===== src/design/clex_pkg.sv =====
// Shared types, codes and character-class functions for the C-like lexer.
package clex_pkg;

    typedef enum logic [3:0] {
        MODE_IDLE  = 4'd0,
        MODE_DEC   = 4'd1,
        MODE_ZERO  = 4'd2,
        MODE_HEX   = 4'd3,
        MODE_OCT   = 4'd4,
        MODE_FPEND = 4'd5,
        MODE_WORD  = 4'd6,
        MODE_STR   = 4'd7,
        MODE_OPER  = 4'd8
    } t_mode;

    localparam logic [3:0] KIND_INT   = 4'd0;
    localparam logic [3:0] KIND_FLOAT = 4'd1;
    localparam logic [3:0] KIND_HEX   = 4'd2;
    localparam logic [3:0] KIND_OCT   = 4'd3;
    localparam logic [3:0] KIND_WORD  = 4'd4;
    localparam logic [3:0] KIND_STR   = 4'd5;
    localparam logic [3:0] KIND_FSTR  = 4'd6;
    localparam logic [3:0] KIND_OP    = 4'd7;
    localparam logic [3:0] KIND_SEMI  = 4'd8;

    localparam logic [1:0] ERR_NONE      = 2'd0;
    localparam logic [1:0] ERR_FLOAT     = 2'd1;
    localparam logic [1:0] ERR_ESCAPE    = 2'd2;
    localparam logic [1:0] ERR_UNTERM    = 2'd3;

    localparam logic [5:0] OP_ADD    = 6'd0;
    localparam logic [5:0] OP_SUB    = 6'd1;
    localparam logic [5:0] OP_MUL    = 6'd2;
    localparam logic [5:0] OP_DIV    = 6'd3;
    localparam logic [5:0] OP_LPAREN = 6'd4;
    localparam logic [5:0] OP_RPAREN = 6'd5;
    localparam logic [5:0] OP_ASSIGN = 6'd6;
    localparam logic [5:0] OP_ADD_EQ = 6'd7;
    localparam logic [5:0] OP_MOD    = 6'd8;
    localparam logic [5:0] OP_AND    = 6'd9;
    localparam logic [5:0] OP_OR     = 6'd10;
    localparam logic [5:0] OP_XOR    = 6'd11;
    localparam logic [5:0] OP_BITNOT = 6'd12;
    localparam logic [5:0] OP_SHL    = 6'd13;
    localparam logic [5:0] OP_SHR    = 6'd14;
    localparam logic [5:0] OP_MUL_EQ = 6'd15;
    localparam logic [5:0] OP_DIV_EQ = 6'd16;
    localparam logic [5:0] OP_SUB_EQ = 6'd17;
    localparam logic [5:0] OP_MOD_EQ = 6'd18;
    localparam logic [5:0] OP_AND_EQ = 6'd19;
    localparam logic [5:0] OP_XOR_EQ = 6'd20;
    localparam logic [5:0] OP_OR_EQ  = 6'd21;
    localparam logic [5:0] OP_SHL_EQ = 6'd22;
    localparam logic [5:0] OP_SHR_EQ = 6'd23;
    localparam logic [5:0] OP_QUEST  = 6'd24;
    localparam logic [5:0] OP_COLON  = 6'd25;
    localparam logic [5:0] OP_EQ     = 6'd26;
    localparam logic [5:0] OP_LT     = 6'd27;
    localparam logic [5:0] OP_GT     = 6'd28;
    localparam logic [5:0] OP_LE     = 6'd29;
    localparam logic [5:0] OP_GE     = 6'd30;
    localparam logic [5:0] OP_NE     = 6'd31;
    localparam logic [5:0] OP_LNOT   = 6'd32;
    localparam logic [5:0] OP_LBRACE = 6'd33;
    localparam logic [5:0] OP_RBRACE = 6'd34;
    localparam logic [5:0] OP_LAND   = 6'd35;
    localparam logic [5:0] OP_LOR    = 6'd36;

    localparam int RES_MAX = 3;

    typedef struct packed {
        logic [3:0] token_kind;
        logic [7:0] text_char;
        logic       has_char;
        logic [5:0] operator_code;
        logic       token_last;
        logic [1:0] error_code;
    } t_result;

    typedef struct packed {
        t_mode      mode;
        logic [5:0] pend_op;
        logic       seen_dot;
        logic       quote_dbl;
        logic       is_f;
        logic       after_bs;
    } t_lex_state;

    localparam t_lex_state LEX_IDLE = '{
        mode: MODE_IDLE, pend_op: 6'd0, seen_dot: 1'b0,
        quote_dbl: 1'b0, is_f: 1'b0, after_bs: 1'b0
    };

    typedef struct packed {
        logic       hit;
        logic [5:0] code;
    } t_op_hit;

    typedef struct packed {
        logic       ok;
        logic [7:0] value;
    } t_esc;

    function automatic logic is_digit(input logic [7:0] c);
        return (c >= "0") && (c <= "9");
    endfunction

    function automatic logic is_alpha(input logic [7:0] c);
        return ((c >= "a") && (c <= "z")) || ((c >= "A") && (c <= "Z"));
    endfunction

    function automatic logic is_hex(input logic [7:0] c);
        return is_digit(c) || ((c >= "a") && (c <= "f")) || ((c >= "A") && (c <= "F"));
    endfunction

    function automatic logic is_word(input logic [7:0] c);
        return is_alpha(c) || is_digit(c) || (c == "_");
    endfunction

    function automatic t_result mk_res(input logic [3:0] kind, input logic [7:0] ch,
                                       input logic has, input logic [5:0] code,
                                       input logic last, input logic [1:0] err);
        t_result r;
        r.token_kind    = kind;
        r.text_char     = ch;
        r.has_char      = has;
        r.operator_code = code;
        r.token_last    = last;
        r.error_code    = err;
        return r;
    endfunction

    // One-character operators.
    function automatic t_op_hit op_single(input logic [7:0] c);
        t_op_hit h;
        h.hit  = 1'b1;
        h.code = OP_ADD;
        case (c)
            "+": h.code = OP_ADD;
            "-": h.code = OP_SUB;
            "*": h.code = OP_MUL;
            "/": h.code = OP_DIV;
            "(": h.code = OP_LPAREN;
            ")": h.code = OP_RPAREN;
            "=": h.code = OP_ASSIGN;
            "%": h.code = OP_MOD;
            "&": h.code = OP_AND;
            "|": h.code = OP_OR;
            "^": h.code = OP_XOR;
            "~": h.code = OP_BITNOT;
            "?": h.code = OP_QUEST;
            ":": h.code = OP_COLON;
            "<": h.code = OP_LT;
            ">": h.code = OP_GT;
            "!": h.code = OP_LNOT;
            "{": h.code = OP_LBRACE;
            "}": h.code = OP_RBRACE;
            default: h.hit = 1'b0;
        endcase
        return h;
    endfunction

    // Longer operator formed by appending c to the pending one.
    function automatic t_op_hit op_extend(input logic [5:0] code, input logic [7:0] c);
        t_op_hit h;
        h.hit  = 1'b0;
        h.code = code;
        case (code)
            OP_ADD:    if (c == "=") begin h.hit = 1'b1; h.code = OP_ADD_EQ; end
            OP_SUB:    if (c == "=") begin h.hit = 1'b1; h.code = OP_SUB_EQ; end
            OP_MUL:    if (c == "=") begin h.hit = 1'b1; h.code = OP_MUL_EQ; end
            OP_DIV:    if (c == "=") begin h.hit = 1'b1; h.code = OP_DIV_EQ; end
            OP_ASSIGN: if (c == "=") begin h.hit = 1'b1; h.code = OP_EQ; end
            OP_MOD:    if (c == "=") begin h.hit = 1'b1; h.code = OP_MOD_EQ; end
            OP_XOR:    if (c == "=") begin h.hit = 1'b1; h.code = OP_XOR_EQ; end
            OP_LNOT:   if (c == "=") begin h.hit = 1'b1; h.code = OP_NE; end
            OP_SHL:    if (c == "=") begin h.hit = 1'b1; h.code = OP_SHL_EQ; end
            OP_SHR:    if (c == "=") begin h.hit = 1'b1; h.code = OP_SHR_EQ; end
            OP_AND: begin
                if (c == "=") begin h.hit = 1'b1; h.code = OP_AND_EQ; end
                else if (c == "&") begin h.hit = 1'b1; h.code = OP_LAND; end
            end
            OP_OR: begin
                if (c == "=") begin h.hit = 1'b1; h.code = OP_OR_EQ; end
                else if (c == "|") begin h.hit = 1'b1; h.code = OP_LOR; end
            end
            OP_LT: begin
                if (c == "<") begin h.hit = 1'b1; h.code = OP_SHL; end
                else if (c == "=") begin h.hit = 1'b1; h.code = OP_LE; end
            end
            OP_GT: begin
                if (c == ">") begin h.hit = 1'b1; h.code = OP_SHR; end
                else if (c == "=") begin h.hit = 1'b1; h.code = OP_GE; end
            end
            default: h.hit = 1'b0;
        endcase
        return h;
    endfunction

    function automatic t_esc escape_of(input logic [7:0] c);
        t_esc e;
        e.ok    = 1'b1;
        e.value = c;
        case (c)
            "a":   e.value = 8'd7;
            "b":   e.value = 8'd8;
            "t":   e.value = 8'd9;
            "n":   e.value = 8'd10;
            "v":   e.value = 8'd11;
            "f":   e.value = 8'd12;
            "r":   e.value = 8'd13;
            "e":   e.value = 8'd27;
            "\"":  e.value = c;
            "\\":  e.value = c;
            "?":   e.value = c;
            "'":   e.value = c;
            8'h00: e.value = 8'h00;
            default: e.ok = 1'b0;
        endcase
        return e;
    endfunction

endpackage


===== src/design/clex_step.sv =====
// Next-state and result logic for one source byte of the lexer.
module clex_step (
    input  clex_pkg::t_lex_state       i_st,
    input  logic [7:0]                 i_byte,
    input  logic                       i_eot,
    output clex_pkg::t_lex_state       o_st,
    output clex_pkg::t_result [2:0]    o_res,
    output logic [1:0]                 o_cnt
);

    logic             start;
    logic [1:0]       cnt;
    logic [3:0]       num_kind;
    logic [3:0]       str_kind;
    logic [7:0]       quote_ch;
    clex_pkg::t_op_hit op1;
    clex_pkg::t_op_hit opx;
    clex_pkg::t_esc    esc;

    assign num_kind = i_st.seen_dot ? clex_pkg::KIND_FLOAT : clex_pkg::KIND_INT;
    assign str_kind = i_st.is_f ? clex_pkg::KIND_FSTR : clex_pkg::KIND_STR;
    assign quote_ch = i_st.quote_dbl ? 8'h22 : 8'h27;
    assign op1      = clex_pkg::op_single(i_byte);
    assign opx      = clex_pkg::op_extend(i_st.pend_op, i_byte);
    assign esc      = clex_pkg::escape_of(i_byte);

    always_comb begin
        o_st  = i_st;
        o_res = '0;
        cnt   = 2'd0;
        start = 1'b0;
        if (i_eot) begin
            // Flush whatever token is open.
            case (i_st.mode)
                clex_pkg::MODE_DEC: begin
                    o_res[0] = clex_pkg::mk_res(num_kind, 8'd0, 1'b0, 6'd0, 1'b1,
                                                clex_pkg::ERR_NONE);
                    cnt = 2'd1;
                end
                clex_pkg::MODE_ZERO: begin
                    o_res[0] = clex_pkg::mk_res(clex_pkg::KIND_INT, "0", 1'b1, 6'd0, 1'b0,
                                                clex_pkg::ERR_NONE);
                    o_res[1] = clex_pkg::mk_res(clex_pkg::KIND_INT, 8'd0, 1'b0, 6'd0, 1'b1,
                                                clex_pkg::ERR_NONE);
                    cnt = 2'd2;
                end
                clex_pkg::MODE_HEX: begin
                    o_res[0] = clex_pkg::mk_res(clex_pkg::KIND_HEX, 8'd0, 1'b0, 6'd0, 1'b1,
                                                clex_pkg::ERR_NONE);
                    cnt = 2'd1;
                end
                clex_pkg::MODE_OCT: begin
                    o_res[0] = clex_pkg::mk_res(clex_pkg::KIND_OCT, 8'd0, 1'b0, 6'd0, 1'b1,
                                                clex_pkg::ERR_NONE);
                    cnt = 2'd1;
                end
                clex_pkg::MODE_FPEND: begin
                    o_res[0] = clex_pkg::mk_res(clex_pkg::KIND_WORD, "f", 1'b1, 6'd0, 1'b0,
                                                clex_pkg::ERR_NONE);
                    o_res[1] = clex_pkg::mk_res(clex_pkg::KIND_WORD, 8'd0, 1'b0, 6'd0, 1'b1,
                                                clex_pkg::ERR_NONE);
                    cnt = 2'd2;
                end
                clex_pkg::MODE_WORD: begin
                    o_res[0] = clex_pkg::mk_res(clex_pkg::KIND_WORD, 8'd0, 1'b0, 6'd0, 1'b1,
                                                clex_pkg::ERR_NONE);
                    cnt = 2'd1;
                end
                clex_pkg::MODE_STR: begin
                    o_res[0] = clex_pkg::mk_res(str_kind, 8'd0, 1'b0, 6'd0, 1'b1,
                                                clex_pkg::ERR_UNTERM);
                    cnt = 2'd1;
                end
                clex_pkg::MODE_OPER: begin
                    o_res[0] = clex_pkg::mk_res(clex_pkg::KIND_OP, 8'd0, 1'b0, i_st.pend_op,
                                                1'b1, clex_pkg::ERR_NONE);
                    cnt = 2'd1;
                end
                default: cnt = 2'd0;
            endcase
            o_st = clex_pkg::LEX_IDLE;
        end else begin
            case (i_st.mode)
                clex_pkg::MODE_DEC: begin
                    cnt = 2'd1;
                    if (i_byte == ".") begin
                        if (i_st.seen_dot) begin
                            o_res[0] = clex_pkg::mk_res(clex_pkg::KIND_FLOAT, 8'd0, 1'b0, 6'd0,
                                                        1'b1, clex_pkg::ERR_FLOAT);
                            o_st = clex_pkg::LEX_IDLE;
                        end else begin
                            o_res[0] = clex_pkg::mk_res(clex_pkg::KIND_FLOAT, i_byte, 1'b1,
                                                        6'd0, 1'b0, clex_pkg::ERR_NONE);
                            o_st.seen_dot = 1'b1;
                        end
                    end else if (clex_pkg::is_digit(i_byte)) begin
                        o_res[0] = clex_pkg::mk_res(num_kind, i_byte, 1'b1, 6'd0, 1'b0,
                                                    clex_pkg::ERR_NONE);
                    end else begin
                        o_res[0] = clex_pkg::mk_res(num_kind, 8'd0, 1'b0, 6'd0, 1'b1,
                                                    clex_pkg::ERR_NONE);
                        o_st  = clex_pkg::LEX_IDLE;
                        start = 1'b1;
                    end
                end
                clex_pkg::MODE_ZERO: begin
                    if ((i_byte == "x") || (i_byte == "X")) begin
                        o_st.mode = clex_pkg::MODE_HEX;
                    end else if (clex_pkg::is_digit(i_byte)) begin
                        o_st.mode = clex_pkg::MODE_OCT;
                        o_res[0]  = clex_pkg::mk_res(clex_pkg::KIND_OCT, i_byte, 1'b1, 6'd0,
                                                     1'b0, clex_pkg::ERR_NONE);
                        cnt = 2'd1;
                    end else begin
                        // Emits held zero; a dot makes a float, else the zero ends.
                        o_res[0] = clex_pkg::mk_res(clex_pkg::KIND_INT, "0", 1'b1, 6'd0, 1'b0,
                                                    clex_pkg::ERR_NONE);
                        cnt = 2'd2;
                        if (i_byte == ".") begin
                            o_res[1] = clex_pkg::mk_res(clex_pkg::KIND_FLOAT, i_byte, 1'b1,
                                                        6'd0, 1'b0, clex_pkg::ERR_NONE);
                            o_st.mode     = clex_pkg::MODE_DEC;
                            o_st.seen_dot = 1'b1;
                        end else begin
                            o_res[1] = clex_pkg::mk_res(clex_pkg::KIND_INT, 8'd0, 1'b0, 6'd0,
                                                        1'b1, clex_pkg::ERR_NONE);
                            o_st  = clex_pkg::LEX_IDLE;
                            start = 1'b1;
                        end
                    end
                end
                clex_pkg::MODE_HEX: begin
                    cnt = 2'd1;
                    if (clex_pkg::is_hex(i_byte)) begin
                        o_res[0] = clex_pkg::mk_res(clex_pkg::KIND_HEX, i_byte, 1'b1, 6'd0,
                                                    1'b0, clex_pkg::ERR_NONE);
                    end else begin
                        o_res[0] = clex_pkg::mk_res(clex_pkg::KIND_HEX, 8'd0, 1'b0, 6'd0,
                                                    1'b1, clex_pkg::ERR_NONE);
                        o_st  = clex_pkg::LEX_IDLE;
                        start = 1'b1;
                    end
                end
                clex_pkg::MODE_OCT: begin
                    cnt = 2'd1;
                    if (clex_pkg::is_digit(i_byte)) begin
                        o_res[0] = clex_pkg::mk_res(clex_pkg::KIND_OCT, i_byte, 1'b1, 6'd0,
                                                    1'b0, clex_pkg::ERR_NONE);
                    end else begin
                        o_res[0] = clex_pkg::mk_res(clex_pkg::KIND_OCT, 8'd0, 1'b0, 6'd0,
                                                    1'b1, clex_pkg::ERR_NONE);
                        o_st  = clex_pkg::LEX_IDLE;
                        start = 1'b1;
                    end
                end
                clex_pkg::MODE_FPEND: begin
                    if ((i_byte == 8'h22) || (i_byte == 8'h27)) begin
                        o_st.mode      = clex_pkg::MODE_STR;
                        o_st.quote_dbl = (i_byte == 8'h22);
                        o_st.is_f      = 1'b1;
                        o_st.after_bs  = 1'b0;
                    end else begin
                        // Emits held f; a word byte goes on, else the word ends.
                        o_res[0] = clex_pkg::mk_res(clex_pkg::KIND_WORD, "f", 1'b1, 6'd0, 1'b0,
                                                    clex_pkg::ERR_NONE);
                        cnt = 2'd2;
                        if (clex_pkg::is_word(i_byte)) begin
                            o_res[1] = clex_pkg::mk_res(clex_pkg::KIND_WORD, i_byte, 1'b1,
                                                        6'd0, 1'b0, clex_pkg::ERR_NONE);
                            o_st.mode = clex_pkg::MODE_WORD;
                        end else begin
                            o_res[1] = clex_pkg::mk_res(clex_pkg::KIND_WORD, 8'd0, 1'b0, 6'd0,
                                                        1'b1, clex_pkg::ERR_NONE);
                            o_st  = clex_pkg::LEX_IDLE;
                            start = 1'b1;
                        end
                    end
                end
                clex_pkg::MODE_WORD: begin
                    cnt = 2'd1;
                    if (clex_pkg::is_word(i_byte)) begin
                        o_res[0] = clex_pkg::mk_res(clex_pkg::KIND_WORD, i_byte, 1'b1, 6'd0,
                                                    1'b0, clex_pkg::ERR_NONE);
                    end else begin
                        o_res[0] = clex_pkg::mk_res(clex_pkg::KIND_WORD, 8'd0, 1'b0, 6'd0,
                                                    1'b1, clex_pkg::ERR_NONE);
                        o_st  = clex_pkg::LEX_IDLE;
                        start = 1'b1;
                    end
                end
                clex_pkg::MODE_STR: begin
                    if (i_st.after_bs) begin
                        o_st.after_bs = 1'b0;
                        cnt = 2'd1;
                        if (!esc.ok) begin
                            o_res[0] = clex_pkg::mk_res(str_kind, 8'd0, 1'b0, 6'd0, 1'b1,
                                                        clex_pkg::ERR_ESCAPE);
                            o_st = clex_pkg::LEX_IDLE;
                        end else begin
                            o_res[0] = clex_pkg::mk_res(str_kind, esc.value, 1'b1, 6'd0, 1'b0,
                                                        clex_pkg::ERR_NONE);
                        end
                    end else if (i_byte == 8'h5c) begin
                        o_st.after_bs = 1'b1;
                    end else if (i_byte == quote_ch) begin
                        o_res[0] = clex_pkg::mk_res(str_kind, 8'd0, 1'b0, 6'd0, 1'b1,
                                                    clex_pkg::ERR_NONE);
                        cnt  = 2'd1;
                        o_st = clex_pkg::LEX_IDLE;
                    end else begin
                        o_res[0] = clex_pkg::mk_res(str_kind, i_byte, 1'b1, 6'd0, 1'b0,
                                                    clex_pkg::ERR_NONE);
                        cnt = 2'd1;
                    end
                end
                clex_pkg::MODE_OPER: begin
                    if (opx.hit) begin
                        o_st.pend_op = opx.code;
                    end else begin
                        o_res[0] = clex_pkg::mk_res(clex_pkg::KIND_OP, 8'd0, 1'b0, i_st.pend_op,
                                                    1'b1, clex_pkg::ERR_NONE);
                        cnt   = 2'd1;
                        o_st  = clex_pkg::LEX_IDLE;
                        start = 1'b1;
                    end
                end
                default: begin
                    o_st  = clex_pkg::LEX_IDLE;
                    start = 1'b1;
                end
            endcase

            // Token start after idle or an ended token; at most one result.
            if (start) begin
                if (clex_pkg::is_digit(i_byte)) begin
                    if (i_byte == "0") begin
                        o_st.mode = clex_pkg::MODE_ZERO;
                    end else begin
                        o_st.mode = clex_pkg::MODE_DEC;
                        o_res[cnt] = clex_pkg::mk_res(clex_pkg::KIND_INT, i_byte, 1'b1, 6'd0,
                                                      1'b0, clex_pkg::ERR_NONE);
                        cnt = cnt + 2'd1;
                    end
                end else if (clex_pkg::is_alpha(i_byte) || (i_byte == "_")) begin
                    if (i_byte == "f") begin
                        o_st.mode = clex_pkg::MODE_FPEND;
                    end else begin
                        o_st.mode = clex_pkg::MODE_WORD;
                        o_res[cnt] = clex_pkg::mk_res(clex_pkg::KIND_WORD, i_byte, 1'b1, 6'd0,
                                                      1'b0, clex_pkg::ERR_NONE);
                        cnt = cnt + 2'd1;
                    end
                end else if ((i_byte == 8'h22) || (i_byte == 8'h27)) begin
                    o_st.mode      = clex_pkg::MODE_STR;
                    o_st.quote_dbl = (i_byte == 8'h22);
                end else if (i_byte == ";") begin
                    o_res[cnt] = clex_pkg::mk_res(clex_pkg::KIND_SEMI, i_byte, 1'b1, 6'd0,
                                                  1'b1, clex_pkg::ERR_NONE);
                    cnt = cnt + 2'd1;
                end else if (op1.hit) begin
                    o_st.mode    = clex_pkg::MODE_OPER;
                    o_st.pend_op = op1.code;
                end
            end
        end
    end

    assign o_cnt = cnt;

endmodule


===== src/design/clex_outq.sv =====
// Three-entry result buffer that hands results to the output channel one per transfer.
module clex_outq (
    input  logic                       i_clk,
    input  logic                       i_rst_n,
    input  logic                       i_load,
    input  logic [1:0]                 i_cnt,
    input  clex_pkg::t_result [2:0]    i_res,
    output logic                       o_room,
    output logic                       o_valid,
    output clex_pkg::t_result          o_res,
    input  logic                       i_stall
);

    logic [1:0]                r_cnt;
    logic [1:0]                n_cnt;
    clex_pkg::t_result [2:0]   r_q;
    clex_pkg::t_result [2:0]   n_q;
    logic                      pop;

    assign pop    = (r_cnt != 2'd0) && !i_stall;
    // A new batch may enter once the buffer is empty after this cycle's transfer.
    assign o_room = (r_cnt == 2'd0) || ((r_cnt == 2'd1) && pop);

    always_comb begin
        n_cnt = r_cnt;
        n_q   = r_q;
        if (i_load) begin
            n_cnt = i_cnt;
            n_q   = i_res;
        end else if (pop) begin
            n_cnt = r_cnt - 2'd1;
            n_q[0] = r_q[1];
            n_q[1] = r_q[2];
        end
    end

    always_ff @(posedge i_clk) begin
        if (!i_rst_n) begin
            r_cnt <= 2'd0;
        end else begin
            r_cnt <= n_cnt;
        end
        r_q <= n_q;
    end

    assign o_valid = (r_cnt != 2'd0);
    assign o_res   = r_q[0];

    a_cnt_range: assert property (@(posedge i_clk) disable iff (!i_rst_n)
        r_cnt != 2'd3 || !(i_load && (i_cnt != 2'd0)) || !o_room)
        else $error("batch loaded while buffer still holds results");

endmodule


===== src/design/c_like_lexer_stream_core.sv =====
// Top level of the streaming lexer: input register, lexer state and result buffer.
//
//   channel  | direction | handshake                 | payload
//   input    | in        | i_in_valid / o_in_stall   | i_source_byte, i_end_of_text
//   output   | out       | o_out_valid / i_out_stall | o_token_kind .. o_error_code
//
// A byte waits in the input register until the result buffer has room; then its
// results (at most three) are loaded into the buffer and presented on the output.
// The byte leaves the input register only when the buffer is empty or its last
// result leaves, so a byte with several results holds the input; one byte per cycle
// when bytes give at most one result each and the output does not stall.
// i_rst_n is synchronous and active low and clears the lexer to idle and both
// channels to empty. An output stall holds the buffer, which then stalls the input.
module c_like_lexer_stream_core (
    input  logic       i_clk,
    input  logic       i_rst_n,
    input  logic       i_in_valid,
    output logic       o_in_stall,
    input  logic [7:0] i_source_byte,
    input  logic       i_end_of_text,
    output logic       o_out_valid,
    input  logic       i_out_stall,
    output logic [3:0] o_token_kind,
    output logic [7:0] o_text_char,
    output logic       o_has_char,
    output logic [5:0] o_operator_code,
    output logic       o_token_last,
    output logic [1:0] o_error_code
);

    logic                      r_in_valid;
    logic                      n_in_valid;
    logic [7:0]                r_byte;
    logic                      r_eot;
    clex_pkg::t_lex_state      r_st;
    clex_pkg::t_lex_state      n_st;
    clex_pkg::t_result [2:0]   step_res;
    logic [1:0]                step_cnt;
    clex_pkg::t_result         out_res;
    logic                      room;
    logic                      fire;
    logic                      in_take;

    assign fire       = r_in_valid && room;
    assign o_in_stall = r_in_valid && !room;
    assign in_take    = i_in_valid && !o_in_stall;

    always_comb begin
        n_in_valid = r_in_valid;
        if (in_take) begin
            n_in_valid = 1'b1;
        end else if (fire) begin
            n_in_valid = 1'b0;
        end
    end

    always_ff @(posedge i_clk) begin
        if (!i_rst_n) begin
            r_in_valid <= 1'b0;
            r_st       <= clex_pkg::LEX_IDLE;
        end else begin
            r_in_valid <= n_in_valid;
            if (fire) begin
                r_st <= n_st;
            end
        end
        if (in_take) begin
            r_byte <= i_source_byte;
            r_eot  <= i_end_of_text;
        end
    end

    clex_step u_step (
        .i_st   (r_st),
        .i_byte (r_byte),
        .i_eot  (r_eot),
        .o_st   (n_st),
        .o_res  (step_res),
        .o_cnt  (step_cnt)
    );

    clex_outq u_outq (
        .i_clk   (i_clk),
        .i_rst_n (i_rst_n),
        .i_load  (fire),
        .i_cnt   (step_cnt),
        .i_res   (step_res),
        .o_room  (room),
        .o_valid (o_out_valid),
        .o_res   (out_res),
        .i_stall (i_out_stall)
    );

    assign o_token_kind    = out_res.token_kind;
    assign o_text_char     = out_res.text_char;
    assign o_has_char      = out_res.has_char;
    assign o_operator_code = out_res.operator_code;
    assign o_token_last    = out_res.token_last;
    assign o_error_code    = out_res.error_code;

    a_eot_idle: assert property (@(posedge i_clk) disable iff (!i_rst_n)
        fire && r_eot |=> r_st.mode == clex_pkg::MODE_IDLE)
        else $error("lexer not idle after end of text");

    a_char_zero: assert property (@(posedge i_clk) disable iff (!i_rst_n)
        o_out_valid && !o_has_char |-> o_text_char == 8'd0)
        else $error("text character set on a result without a character");

    a_opcode_kind: assert property (@(posedge i_clk) disable iff (!i_rst_n)
        o_out_valid && (o_token_kind != clex_pkg::KIND_OP) |-> o_operator_code == 6'd0)
        else $error("operator code on a non-operator result");

    a_err_last: assert property (@(posedge i_clk) disable iff (!i_rst_n)
        o_out_valid && (o_error_code != clex_pkg::ERR_NONE) |-> o_token_last)
        else $error("error reported on a result that does not end its token");

endmodule

===== config.mk =====
export PLATFORM = sky130hd
export DESIGN_NAME = c_like_lexer_stream_core
export DESIGN_NICKNAME = d
export VERILOG_FILES = /design/src/design/clex_pkg.sv /design/src/design/clex_step.sv /design/src/design/clex_outq.sv /design/src/design/c_like_lexer_stream_core.sv
export SDC_FILE = /design/constraint.sdc
export NUM_CORES = 1
export LEC_CHECK = 0
export BUFFER_PORTS_ARGS = -buffer_cell sky130_fd_sc_hd__buf_4
export CAP_MARGIN = 10
export CELL_PAD_IN_SITES_DETAIL_PLACEMENT = 1
export CELL_PAD_IN_SITES_GLOBAL_PLACEMENT = 1
export CORE_AREA = 8 8 124 126
export CTS_BUF_LIST = sky130_fd_sc_hd__clkbuf_4 sky130_fd_sc_hd__clkbuf_8
export DETAILED_ROUTE_END_ITERATION = 12
export DIE_AREA = 0 0 132 134
export MAX_ROUTING_LAYER = met4
export PLACE_DENSITY_LB_ADDON = 0.1
export SETUP_SLACK_MARGIN = 0.5
export SYNTH_ARGS = -nofsm -noshare
export SYNTH_HDL_FRONTEND = slang
export SYNTH_HIERARCHICAL = 1
export SYNTH_SLANG_ARGS = --single-unit

===== constraint.sdc =====
create_clock -name i_clk -period 13 [get_ports i_clk]
set_input_delay 2.6 -clock i_clk [delete_from_list [all_inputs] [get_ports i_clk]]
set_output_delay 2.6 -clock i_clk [all_outputs]
set_load 0.01 [all_outputs]

==> out/metrics.yaml <==
synth_xor_area_share_pct: 0.865
max_freq_mhz: 168
grt_pass1_wl_mm: 35.3
slowest_stage: "nor2b_1"
antenna_found_initial: 0
tightest_slew_ns: 1.14
io_pins: 37
synth_simple_gate_area_share_pct: 22.6
muxShareOfSynthArea_pct: 7.41
netlist_area_sq_um: 7090
place_congestion: 0.975
netlist_instances: 799
ys_dominant_reg_cell: "edfxtp_1"
grt-ovfl-total: 0
fp.dieH_um: 134
vias: 6252
drt-initial-drc-count: 607
vdd.ir_drop.worst_uv: 86.4
cts-root-buf: "clkbuf_8"
cts_buffers: 9
ant_nets: 0
grt_usage_pct: 25.9
synthArstFlopShare_pct: 0
cp-start-kind: "primary input"
cp_common_cell: "buf_4"
grt_max_degree: 85
die_x_um: 132
period_minus_slack_ns: 5.95
die-area_sq_um: 17700
status: "finished clean"
synth_cell_type_count: 97
slew_headroom_pct: 24.1
via_per_inst: 6.56
portBuffers: 36
hold_buffers: 0
powerDensity_nw_per_um2: 107
core_sq_um: 13500
finalNetCount: 786
dpl.hpwl_mm: 16.3
synth_top_family_by_area: "simple AND/OR/NAND/NOR gates"
worstPathMaxFanout: 16
wl_per_cell_um: 23.9
first_global_vias: 6191
clockBufferDepth: 2
drive_gt1_share_pct: 17.7
antenna_cells: 0
path_delay_family: "buffers and inverters"
hp-class: "register to register"
path_class: "primary input to output port"
critPathBufInv: 3
cp.required_ns: 10.40
skew_ns: 0.0110
syn_to_final_growth_pct: 3.21
p_total_w: 0.000784
clk_pin_slew_ns: 0.10
rows: 43
finalSetupViolCount: 0
finalCritPeriodShare_pct: 45.8
maxCapViolations: 0
start_util_pct: 52.5
cts_resized: 0
firstDrtPassIters: 5
cts_sinks: 92
ys_seq_area_share_pct: 36.6
crit_path_max_incr_delay_ns: 0.21
tns_ns: 0
synth_compound_area_share_pct: 21.2
p_leak_nw: 2.56
drc_errors: 0
endpoint_kind: "output port"
cp.arrival_ns: 3.35
insertion_delay_ns: 0.38
synth-edff-count: 75
rsz0062_at_grt: "no"
yosys_warnings: 6
cp_cell_sequence: "buf_4 > o21ai_1 > buf_4 > nor2b_1 > buf_4"
hold_viol_final: 0
cts_setup_buffers: 0
routed_wl_mm: 22.7
ys_ff_latch: 92
final_cells: 953
cts_tree: "yes"
report.final.slew_viol_count: 0
htree_levels: 3
placed_cells: 937
synth_area_per_cell_sq_um: 8.87
synth_fa_ha_area_share_pct: 1.02
[stage by stage]
stage	util, %	hold slack [ns]	area (sq um)	setup slack [ns]
after floorplan	-	0.433	7160	6.78
after global placement	52.6	0.527	7100	7.08
after detailed placement	52.6	0.534	7100	7.06
after CTS	54.2	0.550	7320	7.06
after global routing	54.2	0.566	7320	7.00
final	54.2	0.554	7320	7.05
[cell families after synthesis]
kind of cell | after synthesis
compound gates | 223
xor+xnor | 7
fa+ha+maj | 6
buf+inv | 128
flops | 92
mux | 47
other cells | 1
simple gates | 295
[placed cells by master, fill, tap and decap left out, drive strengths merged, types with 21 or more instances in the layout]
cell | Yosys | final
mux2 | 44 | 44
nand2 | 64 | 64
buf | 74 | 46
edfxtp | 75 | 75
nor2 | 64 | 64
conb | 1 | 21
inv | 20 | 22
nor3 | 25 | 25
a21oi | 52 | 52
o21ai | 66 | 66
[worst paths after layout]
kind                             from                         to  slack, ns  depth (start not counted)
max reg2reg       r_byte[0]$_DFFE_PP_  u_outq/o_res[8]$_DFFE_PP_       8.26                         13
min          u_outq/r_q[44]$_DFFE_PP_   u_outq/r_q[22]$_DFFE_PP_       0.55                          1
min reg2reg  u_outq/r_q[44]$_DFFE_PP_   u_outq/r_q[22]$_DFFE_PP_       0.55                          1
max                       i_out_stall                 o_in_stall       7.05                          5
[metal layers]
metal	up-vias	global-route usage [%]	share of wire [%]
met3	41	3.81	5.5
li1	2859	-	-
met5	-	-	0
met2	250	42.5	49
met1	3102	31.8	43
met4	0	10.1	2.4
[state kept, by name, indices dropped and copies added, names as in the netlist]
name and cells:
u_outq/r_q 44, u_outq/r_cnt 2, r_byte 8, r_eot 1
r_in_valid 1, u_outq/o_res 22, r_st 14
[layout make-up]
class | count | area (sq um)
clock buffers | 9 | 124
multi-input cells | 599 | 3860
clock inverters | 7 | 96.3
inverters | 20 | 75.1
repair buffers | 46 | 345
flip-flops and latches | 92 | 2590
fillers | 1609 | 6190
well taps | 180 | 225
[where the power goes]
part / total [W] / internal, W / switching [W]
clock: 0.000221 / 0.000109 / 0.000111
sequential: 0.000389 / 0.000368 / 0.0000205
combinational: 0.000174 / 0.0000688 / 0.000106
[cells in the mapped netlist, types with 8 or more instances]
cell type	n	area (sq um)
nor2_1	62	233
dfxtp_1	17	340
nand4_1	17	106
clkbuf_1	34	128
and2_1	17	106
nor2b_1	8	50.1
or3_1	9	56.3
inv_1	19	71.3
a21o_1	8	60.1
a21oi_1	51	255
o21ai_0	60	300
nor3_1	24	120
buf_4	48	360
nand2b_1	12	75.1
nand3_1	20	100
buf_2	21	105
a31oi_1	10	62.6
nand2_1	63	236
edfxtp_1	75	2250
mux2_2	44	495
nor4b_1	8	70.1
Power figures use the tool's default switching activity.
